===== config.mk =====
export PLATFORM = sky130hd
export DESIGN_NAME = video_flash_frame_detector
export DESIGN_NICKNAME = d
export VERILOG_FILES = /design/src/rtl/vffd_pkg.sv /design/src/rtl/vffd_ring_mem.sv /design/src/rtl/vffd_scan_ctrl.sv /design/src/rtl/video_flash_frame_detector.sv
export SDC_FILE = /design/constraint.sdc
export NUM_CORES = 1
export LEC_CHECK = 0
export BUFFER_PORTS_ARGS = -buffer_cell sky130_fd_sc_hd__buf_2
export CAP_MARGIN = 30
export CORE_MARGIN = 8
export CORE_UTILIZATION = 35
export DETAILED_ROUTE_END_ITERATION = 10
export GPL_TIMING_DRIVEN = 0
export PLACE_DENSITY = 0.57
export RECOVER_POWER = 25
export SLEW_MARGIN = 40
export SYNTH_ARGS = -nofsm -noshare
export SYNTH_HDL_FRONTEND = slang
export SYNTH_SLANG_ARGS = --single-unit

===== constraint.sdc =====
create_clock -name aclk -period 11.91 [get_ports aclk]
set_input_delay 2.382 -clock aclk [delete_from_list [all_inputs] [get_ports aclk]]
set_output_delay 2.382 -clock aclk [all_outputs]
set_load 0.05 [all_outputs]

===== src/rtl/vffd_pkg.sv =====
// ----------------------------------------------------------------------------
// vffd_pkg
// Shared widths, codes, types and the channel difference function of the
// flash frame detector.
// ----------------------------------------------------------------------------
package vffd_pkg;

    localparam int unsigned WINDOW_FRAMES_DEF = 8;

    localparam int unsigned MEAN_W     = 16;
    localparam int unsigned N_CHAN     = 3;
    localparam int unsigned SAMPLE_W   = N_CHAN * MEAN_W;
    localparam int unsigned THRESH_W   = 18;
    localparam int unsigned MIDDLE_W   = 6;
    localparam int unsigned FRAME_W    = 20;
    localparam int unsigned CFG_IDX_W  = 2;
    localparam int unsigned CFG_DATA_W = 18;

    localparam logic [THRESH_W-1:0] RISE_RESET   = 18'd15360;
    localparam logic [THRESH_W-1:0] RETURN_RESET = 18'd3840;
    localparam logic [MIDDLE_W-1:0] MIDDLE_RESET = 6'd2;

    typedef enum logic [CFG_IDX_W-1:0] {
        CFG_RISE   = 2'd0,
        CFG_RETURN = 2'd1,
        CFG_MIDDLE = 2'd2
    } cfg_index_t;

    typedef enum logic {
        OP_SAMPLE = 1'b0,
        OP_FLUSH  = 1'b1
    } opcode_t;

    typedef struct packed {
        logic [THRESH_W-1:0] rise;
        logic [THRESH_W-1:0] ret;
        logic [MIDDLE_W-1:0] max_middle;
    } cfg_t;

    typedef enum logic [4:0] {
        ST_IDLE = 5'b00001,
        ST_BASE = 5'b00010,
        ST_LOAD = 5'b00100,
        ST_SCAN = 5'b01000,
        ST_EMIT = 5'b10000
    } state_t;

    // Sum of absolute per-channel differences of two packed means
    function automatic logic [THRESH_W-1:0] mean_diff(input logic [SAMPLE_W-1:0] a,
                                                      input logic [SAMPLE_W-1:0] b);
        logic [MEAN_W-1:0]   x;
        logic [MEAN_W-1:0]   y;
        logic [MEAN_W-1:0]   d;
        logic [THRESH_W-1:0] acc;
        acc = '0;
        for (int c = 0; c < N_CHAN; c++) begin
            x   = a[c*MEAN_W +: MEAN_W];
            y   = b[c*MEAN_W +: MEAN_W];
            d   = (x > y) ? (x - y) : (y - x);
            acc = acc + {{(THRESH_W-MEAN_W){1'b0}}, d};
        end
        return acc;
    endfunction

endpackage


===== src/rtl/vffd_ring_mem.sv =====
// ----------------------------------------------------------------------------
// vffd_ring_mem
// Single-port-write, single-port-read synchronous memory holding the ring of
// frame means; read data is registered.
// ----------------------------------------------------------------------------
module vffd_ring_mem #(
    parameter int unsigned DEPTH  = vffd_pkg::WINDOW_FRAMES_DEF + 1,
    parameter int unsigned DATA_W = vffd_pkg::SAMPLE_W
) (
    input  logic                     aclk,
    input  logic                     wr_en,
    input  logic [$clog2(DEPTH)-1:0] wr_addr,
    input  logic [DATA_W-1:0]        wr_data,
    input  logic [$clog2(DEPTH)-1:0] rd_addr,
    output logic [DATA_W-1:0]        rd_data
);

    logic [DATA_W-1:0] mem_reg [DEPTH];
    logic [DATA_W-1:0] rd_data_reg;

    // Write port
    always_ff @(posedge aclk) begin
        if (wr_en) begin
            mem_reg[wr_addr] <= wr_data;
        end
    end

    // Registered read port
    always_ff @(posedge aclk) begin
        rd_data_reg <= mem_reg[rd_addr];
    end

    assign rd_data = rd_data_reg;

endmodule


===== src/rtl/vffd_scan_ctrl.sv =====
// ----------------------------------------------------------------------------
// vffd_scan_ctrl
// Ring bookkeeping, window scan sequencer, flash marks and result register.
// Reads one stored mean per cycle from the ring memory and decides the
// oldest frame.
// ----------------------------------------------------------------------------
module vffd_scan_ctrl #(
    parameter int unsigned WINDOW_FRAMES = vffd_pkg::WINDOW_FRAMES_DEF
) (
    input  logic                                 aclk,
    input  logic                                 aresetn,
    input  vffd_pkg::cfg_t                       cfg,
    input  logic                                 s_valid,
    output logic                                 s_ready,
    input  logic                                 s_opcode,
    input  logic [vffd_pkg::SAMPLE_W-1:0]        s_sample,
    output logic                                 m_valid,
    input  logic                                 m_ready,
    output logic [vffd_pkg::FRAME_W-1:0]         m_frame_number,
    output logic                                 m_is_flash,
    output logic                                 m_is_last,
    output logic                                 mem_wr_en,
    output logic [$clog2(WINDOW_FRAMES+1)-1:0]   mem_wr_addr,
    output logic [vffd_pkg::SAMPLE_W-1:0]        mem_wr_data,
    output logic [$clog2(WINDOW_FRAMES+1)-1:0]   mem_rd_addr,
    input  logic [vffd_pkg::SAMPLE_W-1:0]        mem_rd_data
);

    localparam int unsigned DEPTH    = WINDOW_FRAMES + 1;
    localparam int unsigned PTR_W    = $clog2(DEPTH);
    localparam int unsigned CNT_W    = $clog2(DEPTH + 1);
    localparam int unsigned SUM_W    = CNT_W + 1;
    localparam int unsigned FRAME_W  = vffd_pkg::FRAME_W;
    localparam int unsigned SAMPLE_W = vffd_pkg::SAMPLE_W;
    localparam int unsigned THRESH_W = vffd_pkg::THRESH_W;
    localparam int unsigned MID_W    = vffd_pkg::MIDDLE_W + 1;

    // Physical slot of a logical offset from the oldest entry
    function automatic logic [PTR_W-1:0] ring_index(input logic [PTR_W-1:0] base,
                                                    input logic [CNT_W-1:0] off);
        logic [SUM_W-1:0] sum;
        sum = SUM_W'(base) + SUM_W'(off);
        if (sum >= SUM_W'(DEPTH)) begin
            sum = sum - SUM_W'(DEPTH);
        end
        return sum[PTR_W-1:0];
    endfunction

    // Logical offset of a physical slot from the oldest entry
    function automatic logic [PTR_W-1:0] ring_offset(input logic [PTR_W-1:0] pos,
                                                     input logic [PTR_W-1:0] base);
        logic [SUM_W-1:0] sum;
        sum = SUM_W'(pos) + SUM_W'(DEPTH) - SUM_W'(base);
        if (pos >= base) begin
            sum = SUM_W'(pos) - SUM_W'(base);
        end
        return sum[PTR_W-1:0];
    endfunction

    vffd_pkg::state_t     state_reg, state_next;
    logic [PTR_W-1:0]     head_reg, head_next;
    logic [CNT_W-1:0]     fill_reg, fill_next;
    logic [FRAME_W-1:0]   frame_reg, frame_next;
    logic [DEPTH-1:0]     marks_reg, marks_next;
    logic                 flush_reg, flush_next;
    logic                 out_valid_reg, out_valid_next;

    logic [SAMPLE_W-1:0]  base_reg, base_next;
    logic [CNT_W-1:0]     idx_reg, idx_next;
    logic [MID_W-1:0]     middle_reg, middle_next;
    logic                 look_high_reg, look_high_next;
    logic [FRAME_W-1:0]   out_frame_reg, out_frame_next;
    logic                 out_flash_reg, out_flash_next;
    logic                 out_last_reg, out_last_next;

    logic                 accept;
    logic                 out_free;
    logic [PTR_W-1:0]     wr_pos;
    logic [CNT_W-1:0]     idx_inc;
    logic [THRESH_W-1:0]  diff;
    logic [MID_W-1:0]     mid_n;
    logic                 scan_stop;

    assign s_ready  = (state_reg == vffd_pkg::ST_IDLE);
    assign accept   = s_valid && s_ready;
    assign out_free = !out_valid_reg || m_ready;
    assign wr_pos   = ring_index(head_reg, fill_reg);
    assign idx_inc  = idx_reg + CNT_W'(1);
    assign diff     = vffd_pkg::mean_diff(base_reg, mem_rd_data);

    assign mem_wr_addr = wr_pos;
    assign mem_wr_data = s_sample;

    // Pick the ring slot to read this cycle
    always_comb begin
        case (state_reg)
            vffd_pkg::ST_LOAD: mem_rd_addr = ring_index(head_reg, CNT_W'(1));
            vffd_pkg::ST_SCAN: mem_rd_addr = ring_index(head_reg, idx_inc);
            default:           mem_rd_addr = head_reg;
        endcase
    end

    // Sequencer: store, scan the window, emit the decision
    always_comb begin
        state_next     = state_reg;
        head_next      = head_reg;
        fill_next      = fill_reg;
        frame_next     = frame_reg;
        marks_next     = marks_reg;
        flush_next     = flush_reg;
        out_valid_next = out_valid_reg;
        base_next      = base_reg;
        idx_next       = idx_reg;
        middle_next    = middle_reg;
        look_high_next = look_high_reg;
        out_frame_next = out_frame_reg;
        out_flash_next = out_flash_reg;
        out_last_next  = out_last_reg;
        mem_wr_en      = 1'b0;
        mid_n          = middle_reg;
        scan_stop      = 1'b0;

        // Drop the held result once taken
        if (m_ready) begin
            out_valid_next = 1'b0;
        end

        case (state_reg)
            vffd_pkg::ST_IDLE: begin
                if (accept) begin
                    if (s_opcode == vffd_pkg::OP_SAMPLE) begin
                        mem_wr_en          = 1'b1;
                        marks_next[wr_pos] = 1'b0;
                        fill_next          = fill_reg + CNT_W'(1);
                        frame_next         = frame_reg + FRAME_W'(1);
                        if (fill_reg == CNT_W'(DEPTH - 1)) begin
                            flush_next = 1'b0;
                            state_next = vffd_pkg::ST_LOAD;
                        end
                    end else if (fill_reg == '0) begin
                        head_next  = '0;
                        frame_next = '0;
                        marks_next = '0;
                    end else begin
                        flush_next = 1'b1;
                        state_next = vffd_pkg::ST_LOAD;
                    end
                end
            end
            vffd_pkg::ST_BASE: begin
                state_next = vffd_pkg::ST_LOAD;
            end
            vffd_pkg::ST_LOAD: begin
                base_next      = mem_rd_data;
                idx_next       = CNT_W'(1);
                middle_next    = '0;
                look_high_next = 1'b1;
                if (fill_reg > CNT_W'(1)) begin
                    state_next = vffd_pkg::ST_SCAN;
                end else begin
                    state_next = vffd_pkg::ST_EMIT;
                end
            end
            vffd_pkg::ST_SCAN: begin
                if (look_high_reg) begin
                    if (diff > cfg.rise) begin
                        look_high_next = 1'b0;
                    end else if (diff < cfg.ret) begin
                        scan_stop = 1'b1;
                    end else begin
                        mid_n = middle_reg + MID_W'(1);
                    end
                end else if (diff < cfg.ret) begin
                    // Mark every frame between the base and the return
                    scan_stop = 1'b1;
                    for (int p = 0; p < DEPTH; p++) begin
                        if ((ring_offset(PTR_W'(p), head_reg) != '0) &&
                            (CNT_W'(ring_offset(PTR_W'(p), head_reg)) < idx_reg)) begin
                            marks_next[p] = 1'b1;
                        end
                    end
                end
                middle_next = mid_n;
                idx_next    = idx_inc;
                if (scan_stop || (mid_n > MID_W'(cfg.max_middle)) ||
                    (idx_inc > CNT_W'(WINDOW_FRAMES)) || (idx_inc >= fill_reg)) begin
                    state_next = vffd_pkg::ST_EMIT;
                end
            end
            vffd_pkg::ST_EMIT: begin
                if (out_free) begin
                    out_valid_next = 1'b1;
                    out_frame_next = frame_reg - FRAME_W'(fill_reg);
                    out_flash_next = marks_reg[head_reg];
                    out_last_next  = flush_reg && (fill_reg == CNT_W'(1));
                    head_next      = ring_index(head_reg, CNT_W'(1));
                    fill_next      = fill_reg - CNT_W'(1);
                    if (flush_reg && (fill_reg != CNT_W'(1))) begin
                        state_next = vffd_pkg::ST_BASE;
                    end else if (flush_reg) begin
                        // End of flush: clear the ring state
                        head_next  = '0;
                        frame_next = '0;
                        marks_next = '0;
                        flush_next = 1'b0;
                        state_next = vffd_pkg::ST_IDLE;
                    end else begin
                        state_next = vffd_pkg::ST_IDLE;
                    end
                end
            end
            default: begin
                state_next = vffd_pkg::ST_IDLE;
            end
        endcase
    end

    // Control state
    always_ff @(posedge aclk) begin
        if (!aresetn) begin
            state_reg     <= vffd_pkg::ST_IDLE;
            head_reg      <= '0;
            fill_reg      <= '0;
            frame_reg     <= '0;
            marks_reg     <= '0;
            flush_reg     <= 1'b0;
            out_valid_reg <= 1'b0;
        end else begin
            state_reg     <= state_next;
            head_reg      <= head_next;
            fill_reg      <= fill_next;
            frame_reg     <= frame_next;
            marks_reg     <= marks_next;
            flush_reg     <= flush_next;
            out_valid_reg <= out_valid_next;
        end
    end

    // Scan and result payload
    always_ff @(posedge aclk) begin
        base_reg      <= base_next;
        idx_reg       <= idx_next;
        middle_reg    <= middle_next;
        look_high_reg <= look_high_next;
        out_frame_reg <= out_frame_next;
        out_flash_reg <= out_flash_next;
        out_last_reg  <= out_last_next;
    end

    assign m_valid        = out_valid_reg;
    assign m_frame_number = out_frame_reg;
    assign m_is_flash     = out_flash_reg;
    assign m_is_last      = out_last_reg;

endmodule


===== src/rtl/video_flash_frame_detector.sv =====
// A sample that completes a window is stored, then goes through ST_LOAD,
//   ST_SCAN (1..WINDOW_FRAMES entries, one per cycle) and ST_EMIT, which
//   registers its result. A sample with no decision leaves s_ready high; a
//   deciding sample holds it low until ST_EMIT is done, a flush until its last
//   frame is done, each result stretched by any stall on m_ready while held.
// Reset: synchronous, active low; clears control and marks, presets thresholds.
// ----------------------------------------------------------------------------
// video_flash_frame_detector
// Per-frame flash detector over a ring of recent frame means, with a
// configuration write port for the thresholds.
// ----------------------------------------------------------------------------
module video_flash_frame_detector #(
    parameter int unsigned WINDOW_FRAMES = vffd_pkg::WINDOW_FRAMES_DEF
) (
    input  logic                               aclk,
    input  logic                               aresetn,
    input  logic                               cfg_wr_en,
    input  logic [vffd_pkg::CFG_IDX_W-1:0]     cfg_index,
    input  logic [vffd_pkg::CFG_DATA_W-1:0]    cfg_wdata,
    input  logic                               s_valid,
    output logic                               s_ready,
    input  logic                               s_opcode,
    input  logic [vffd_pkg::MEAN_W-1:0]        s_red_mean,
    input  logic [vffd_pkg::MEAN_W-1:0]        s_green_mean,
    input  logic [vffd_pkg::MEAN_W-1:0]        s_blue_mean,
    output logic                               m_valid,
    input  logic                               m_ready,
    output logic [vffd_pkg::FRAME_W-1:0]       m_frame_number,
    output logic                               m_is_flash,
    output logic                               m_is_last
);

    localparam int unsigned DEPTH = WINDOW_FRAMES + 1;
    localparam int unsigned PTR_W = $clog2(DEPTH);

    logic [vffd_pkg::THRESH_W-1:0] rise_reg, rise_next;
    logic [vffd_pkg::THRESH_W-1:0] ret_reg, ret_next;
    logic [vffd_pkg::MIDDLE_W-1:0] middle_reg, middle_next;
    vffd_pkg::cfg_t                cfg;

    logic                          mem_wr_en;
    logic [PTR_W-1:0]              mem_wr_addr;
    logic [vffd_pkg::SAMPLE_W-1:0] mem_wr_data;
    logic [PTR_W-1:0]              mem_rd_addr;
    logic [vffd_pkg::SAMPLE_W-1:0] mem_rd_data;
    logic [vffd_pkg::SAMPLE_W-1:0] s_sample;

    // Decode configuration writes
    always_comb begin
        rise_next   = rise_reg;
        ret_next    = ret_reg;
        middle_next = middle_reg;
        if (cfg_wr_en) begin
            case (cfg_index)
                vffd_pkg::CFG_RISE:   rise_next   = cfg_wdata[vffd_pkg::THRESH_W-1:0];
                vffd_pkg::CFG_RETURN: ret_next    = cfg_wdata[vffd_pkg::THRESH_W-1:0];
                vffd_pkg::CFG_MIDDLE: middle_next = cfg_wdata[vffd_pkg::MIDDLE_W-1:0];
                default: begin
                    rise_next = rise_reg;
                end
            endcase
        end
    end

    // Configuration registers
    always_ff @(posedge aclk) begin
        if (!aresetn) begin
            rise_reg   <= vffd_pkg::RISE_RESET;
            ret_reg    <= vffd_pkg::RETURN_RESET;
            middle_reg <= vffd_pkg::MIDDLE_RESET;
        end else begin
            rise_reg   <= rise_next;
            ret_reg    <= ret_next;
            middle_reg <= middle_next;
        end
    end

    assign cfg.rise       = rise_reg;
    assign cfg.ret        = ret_reg;
    assign cfg.max_middle = middle_reg;

    // Pack red low, blue high
    assign s_sample = {s_blue_mean, s_green_mean, s_red_mean};

    vffd_ring_mem #(
        .DEPTH  (DEPTH),
        .DATA_W (vffd_pkg::SAMPLE_W)
    ) u_ring_mem (
        .aclk    (aclk),
        .wr_en   (mem_wr_en),
        .wr_addr (mem_wr_addr),
        .wr_data (mem_wr_data),
        .rd_addr (mem_rd_addr),
        .rd_data (mem_rd_data)
    );

    vffd_scan_ctrl #(
        .WINDOW_FRAMES (WINDOW_FRAMES)
    ) u_scan_ctrl (
        .aclk           (aclk),
        .aresetn        (aresetn),
        .cfg            (cfg),
        .s_valid        (s_valid),
        .s_ready        (s_ready),
        .s_opcode       (s_opcode),
        .s_sample       (s_sample),
        .m_valid        (m_valid),
        .m_ready        (m_ready),
        .m_frame_number (m_frame_number),
        .m_is_flash     (m_is_flash),
        .m_is_last      (m_is_last),
        .mem_wr_en      (mem_wr_en),
        .mem_wr_addr    (mem_wr_addr),
        .mem_wr_data    (mem_wr_data),
        .mem_rd_addr    (mem_rd_addr),
        .mem_rd_data    (mem_rd_data)
    );

endmodule


==> flow_metrics.tcl <==
set metrics [dict create \
    status "finished clean" \
    syn-num-nets 3249 \
    io_pins 98 \
    yosysSeqAreaShare_pct 53.46 \
    h-tree-depth 3 \
    critPathTopFamily "compound AO/OA/AOI/OAI gates" \
    worstSkewPairLatency_ns 0.65 \
    finalWorstSetupSlack_ns 1.159 \
    via_per_inst 5.049 \
    synthCells 2931 \
    die_w_um 327.2 \
    start_util_pct 35.20 \
    cp-start-kind "register" \
    grt_max_degree 31 \
    overflow 0 \
    cts.clk_slew.worst_paths_ns 0.07 \
    cp.buffers_inverters 5 \
    synth_top_area_share_pct 45.55 \
    first_pass_iters 5 \
    rrSetupSlack_ns 1.16 \
    fin_crit_ns 10.75 \
    hold_violations 0 \
    vias 22580 \
    period_share_pct 90.27 \
    antenna_found_initial 7 \
    synth_compound_area_share_pct 11.14 \
    layout-drive-gt1-share_pct 14.06 \
    hold_buffers 0 \
    crit_fanout 10 \
    rr_startpoint "u_ring_mem.rd_data[26]$_DFF_P_" \
    crit_top_cell "o21ai_0" \
    grt_setup_unrepaired "false" \
    first_global_vias 22400 \
    ant_nets 0 \
    finalSetupViolCount 0 \
    crit_required_ns 12.42 \
    maxCapViolations 0 \
    slowest_delay_ns 0.49 \
    clockBufferDepth 3 \
    async_flop_share_pct 0 \
    crit_start "u_ring_mem.rd_data[26]$_DFF_P_" \
    rows 114 \
    cts_sinks 648 \
    avgSynthCellArea_um2 11.56 \
    min_from "u_ring_mem.rd_data[47]$_DFF_P_" \
    finalSetupTns_ns 0 \
    crit_arrival_ns 11.26 \
    ys_top_cells_by_area "edfxtp_1 46%, ha_1 8.6%, dfxtp_1 7.9%" \
    syn_area_mm2 0.03389 \
    die-area_mm2 0.1070 \
    fillCellCount 9209 \
    ir_drop_v 0.0003857 \
    endpoint_kind "register" \
    coreArea_mm2 0.09628 \
    finalNetCount 3453 \
    synth-xor-area-share_pct 3.766 \
    gp_congestion 0.8838 \
    synth_mux_area_share_pct 7.591 \
    synth_edf_count 514 \
    worst_pin_slew_ns 0.7604 \
    wl_per_cell_um 18.88 \
    yosysWarnings 0 \
    cts_inserted_buffers 72 \
    tritoncts "yes" \
    crit_slowest_cell "or4_1" \
    synthAdderAreaFrac_pct 9.252 \
    clockRootBuffer "clkbuf_16" \
    drc_errors 0 \
    largest_reg_flops 432 \
    place_ws_ns 0.7876 \
    drt_wl_total_um 84440 \
    synth_top_family_by_area "compound AO/OA/AOI/OAI gates" \
    fin_skew_ns 0.04320 \
    p_per_area_mw_per_mm2 279.3 \
    holdCritPathClass "reg -> reg" \
    grt_first_pass_wirelength_um 130200 \
    synthSimpleGateAreaFrac_pct 10.68 \
    dp.final_hpwl_um 61590 \
    ys_ff_latch 648 \
    drt_iter0_markers 1590 \
    numPortBuffers 95 \
    leakagePower_nw 15.55 \
    worstSetupPathType "reg -> reg" \
    drv_slew 0 \
    dieHeight_um 327.2 \
    max_freq_mhz 93.01 \
    area_growth_syn_to_layout_pct 15.24 \
    grt_usage_pct 15.40 \
    netlist-cell-type-count 80 \
    slew_headroom_pct 49.12 \
    synth_top_area_cell "edfxtp_1" \
    synthFlopType "edfxtp_1" \
]
==> layout make-up <==
cell class	instances	area [um2]	area share [%]
well taps	1276	1597	4.088
clock inverters	36	269.0	0.6888
flip-flops and latches	648	18120	46.39
clock buffers	97	1978	5.065
multi-input cells	1963	14480	37.07
diodes	2	5.005	0.01282
inverters	205	772.0	1.977
plain buffers	115	624.3	1.599
repair buffers	130	1214	3.108
==> cells in the mapped netlist (7+ instances only) <==
cell / count
o22ai_1: 56
o31ai_1: 10
a221oi_1: 9
buf_2: 30
a21o_1: 61
fa_1: 11
xnor2_1: 89
a21boi_0: 9
o211ai_1: 17
mux2_2: 92
a31oi_1: 21
and3_1: 21
xor2_1: 53
and2_1: 19
and4_1: 7
nand3_1: 35
nor2_1: 189
nand4_1: 21
edfxtp_1: 514
nor2b_1: 24
dfxtp_1: 134
buf_6: 13
buf_1: 7
o21bai_1: 16
nand3b_1: 7
o21ai_0: 84
nor4_1: 13
clkbuf_1: 49
nor3_2: 50
ha_1: 233
nand2b_1: 18
nor3_1: 37
mux2i_1: 131
buf_4: 15
nand2_1: 265
mux2_1: 16
inv_1: 198
o21a_1: 18
a21oi_1: 227
a211oi_1: 15
==> repair_timing <==
action,CTS,global route
setup buffers,0,0
setup endpoints to repair,0,1
gates resized for setup,0,1
==> power breakdown <==
group,internal [mW],switching [mW]
combinational,2.53,3.58
sequential,2.61,0.0773
clock,1.20,0.912
total,6.34,4.57
==> worst reg2reg max path: cells and delay by family, from the launching register on <==
family / cells / cell delay, ns
compound gates: 20 / 4.49
buf+inv: 5 / 1.26
simple gates: 8 / 1.82
mux: 2 / 0.66
xor+xnor: 3 / 0.66
flops: 1 / 0.40
fa+ha+maj: 5 / 1.37
==> through the flow <==
stage / area (um2) / instances / total power [mW] / hold slack, ns / util [%]
6_report: 39050 / 4472 / 10.91 / 0.4485 / 40.56
5_1_grt: 39050 / 4470 / 11.91 / 0.4548 / 40.56
4_1_cts: 39070 / 4470 / 10.94 / 0.4515 / 40.58
3_5_place_dp: 36830 / 4337 / 8.772 / 0.4343 / 38.25
3_3_place_gp: 35960 / 4302 / 8.660 / 0.4198 / 37.35
2_1_floorplan: 33890 / 2931 / 7.188 / 0.4082 / -
==> cells in the final DEF (no fill, tap or decap), types with 37 or more instances in the layout <==
master and count:
edfxtp_1 514, nand2_1 265, ha_1 233, a21oi_1 227
inv_1 197, nor2_1 179, dfxtp_1 134, mux2i_1 131
clkbuf_1 102, mux2_2 92, buf_2 91, xnor2_1 89
o21ai_0 84, clkbuf_16 74, a21o_1 61, o22ai_1 56
xor2_1 53, nor3_2 50, nor3_1 37
==> path summary, 6_finish.rpt <==
kind                                            to  cells after the start
max reg2reg  u_scan_ctrl.state_reg[0]$_SDFFE_PN1P_                     43
min reg2reg     u_scan_ctrl.base_reg[47]$_DFFE_PP_                      0
min             u_scan_ctrl.base_reg[47]$_DFFE_PP_                      0
max          u_scan_ctrl.state_reg[0]$_SDFFE_PN1P_                     43
==> kinds of logic (layout without fill, tap and decap cells) <==
| kind of cell | after synthesis | after routing |
|---|---|---|
| AOI/OAI and AO/OA | 601 | 601 |
| xor gates and xnor gates | 144 | 144 |
| adders and majority gates | 244 | 244 |
| buffers and inverters | 320 | 583 |
| DFF | 648 | 648 |
| muxes | 241 | 241 |
| other | 0 | 2 |
| and+or+nand+nor | 733 | 733 |
==> per-layer routing <==
metal  track usage, %  vias to the layer above  part of all wire, %
met1            20.90                    10920                   47
met4            4.677                        6                  2.4
met3            2.629                      123                  4.6
met2            25.15                      465                   46
met5                0                        -                0.050
li1                 -                    11070                    -
(Power assumes the default switching activity.)
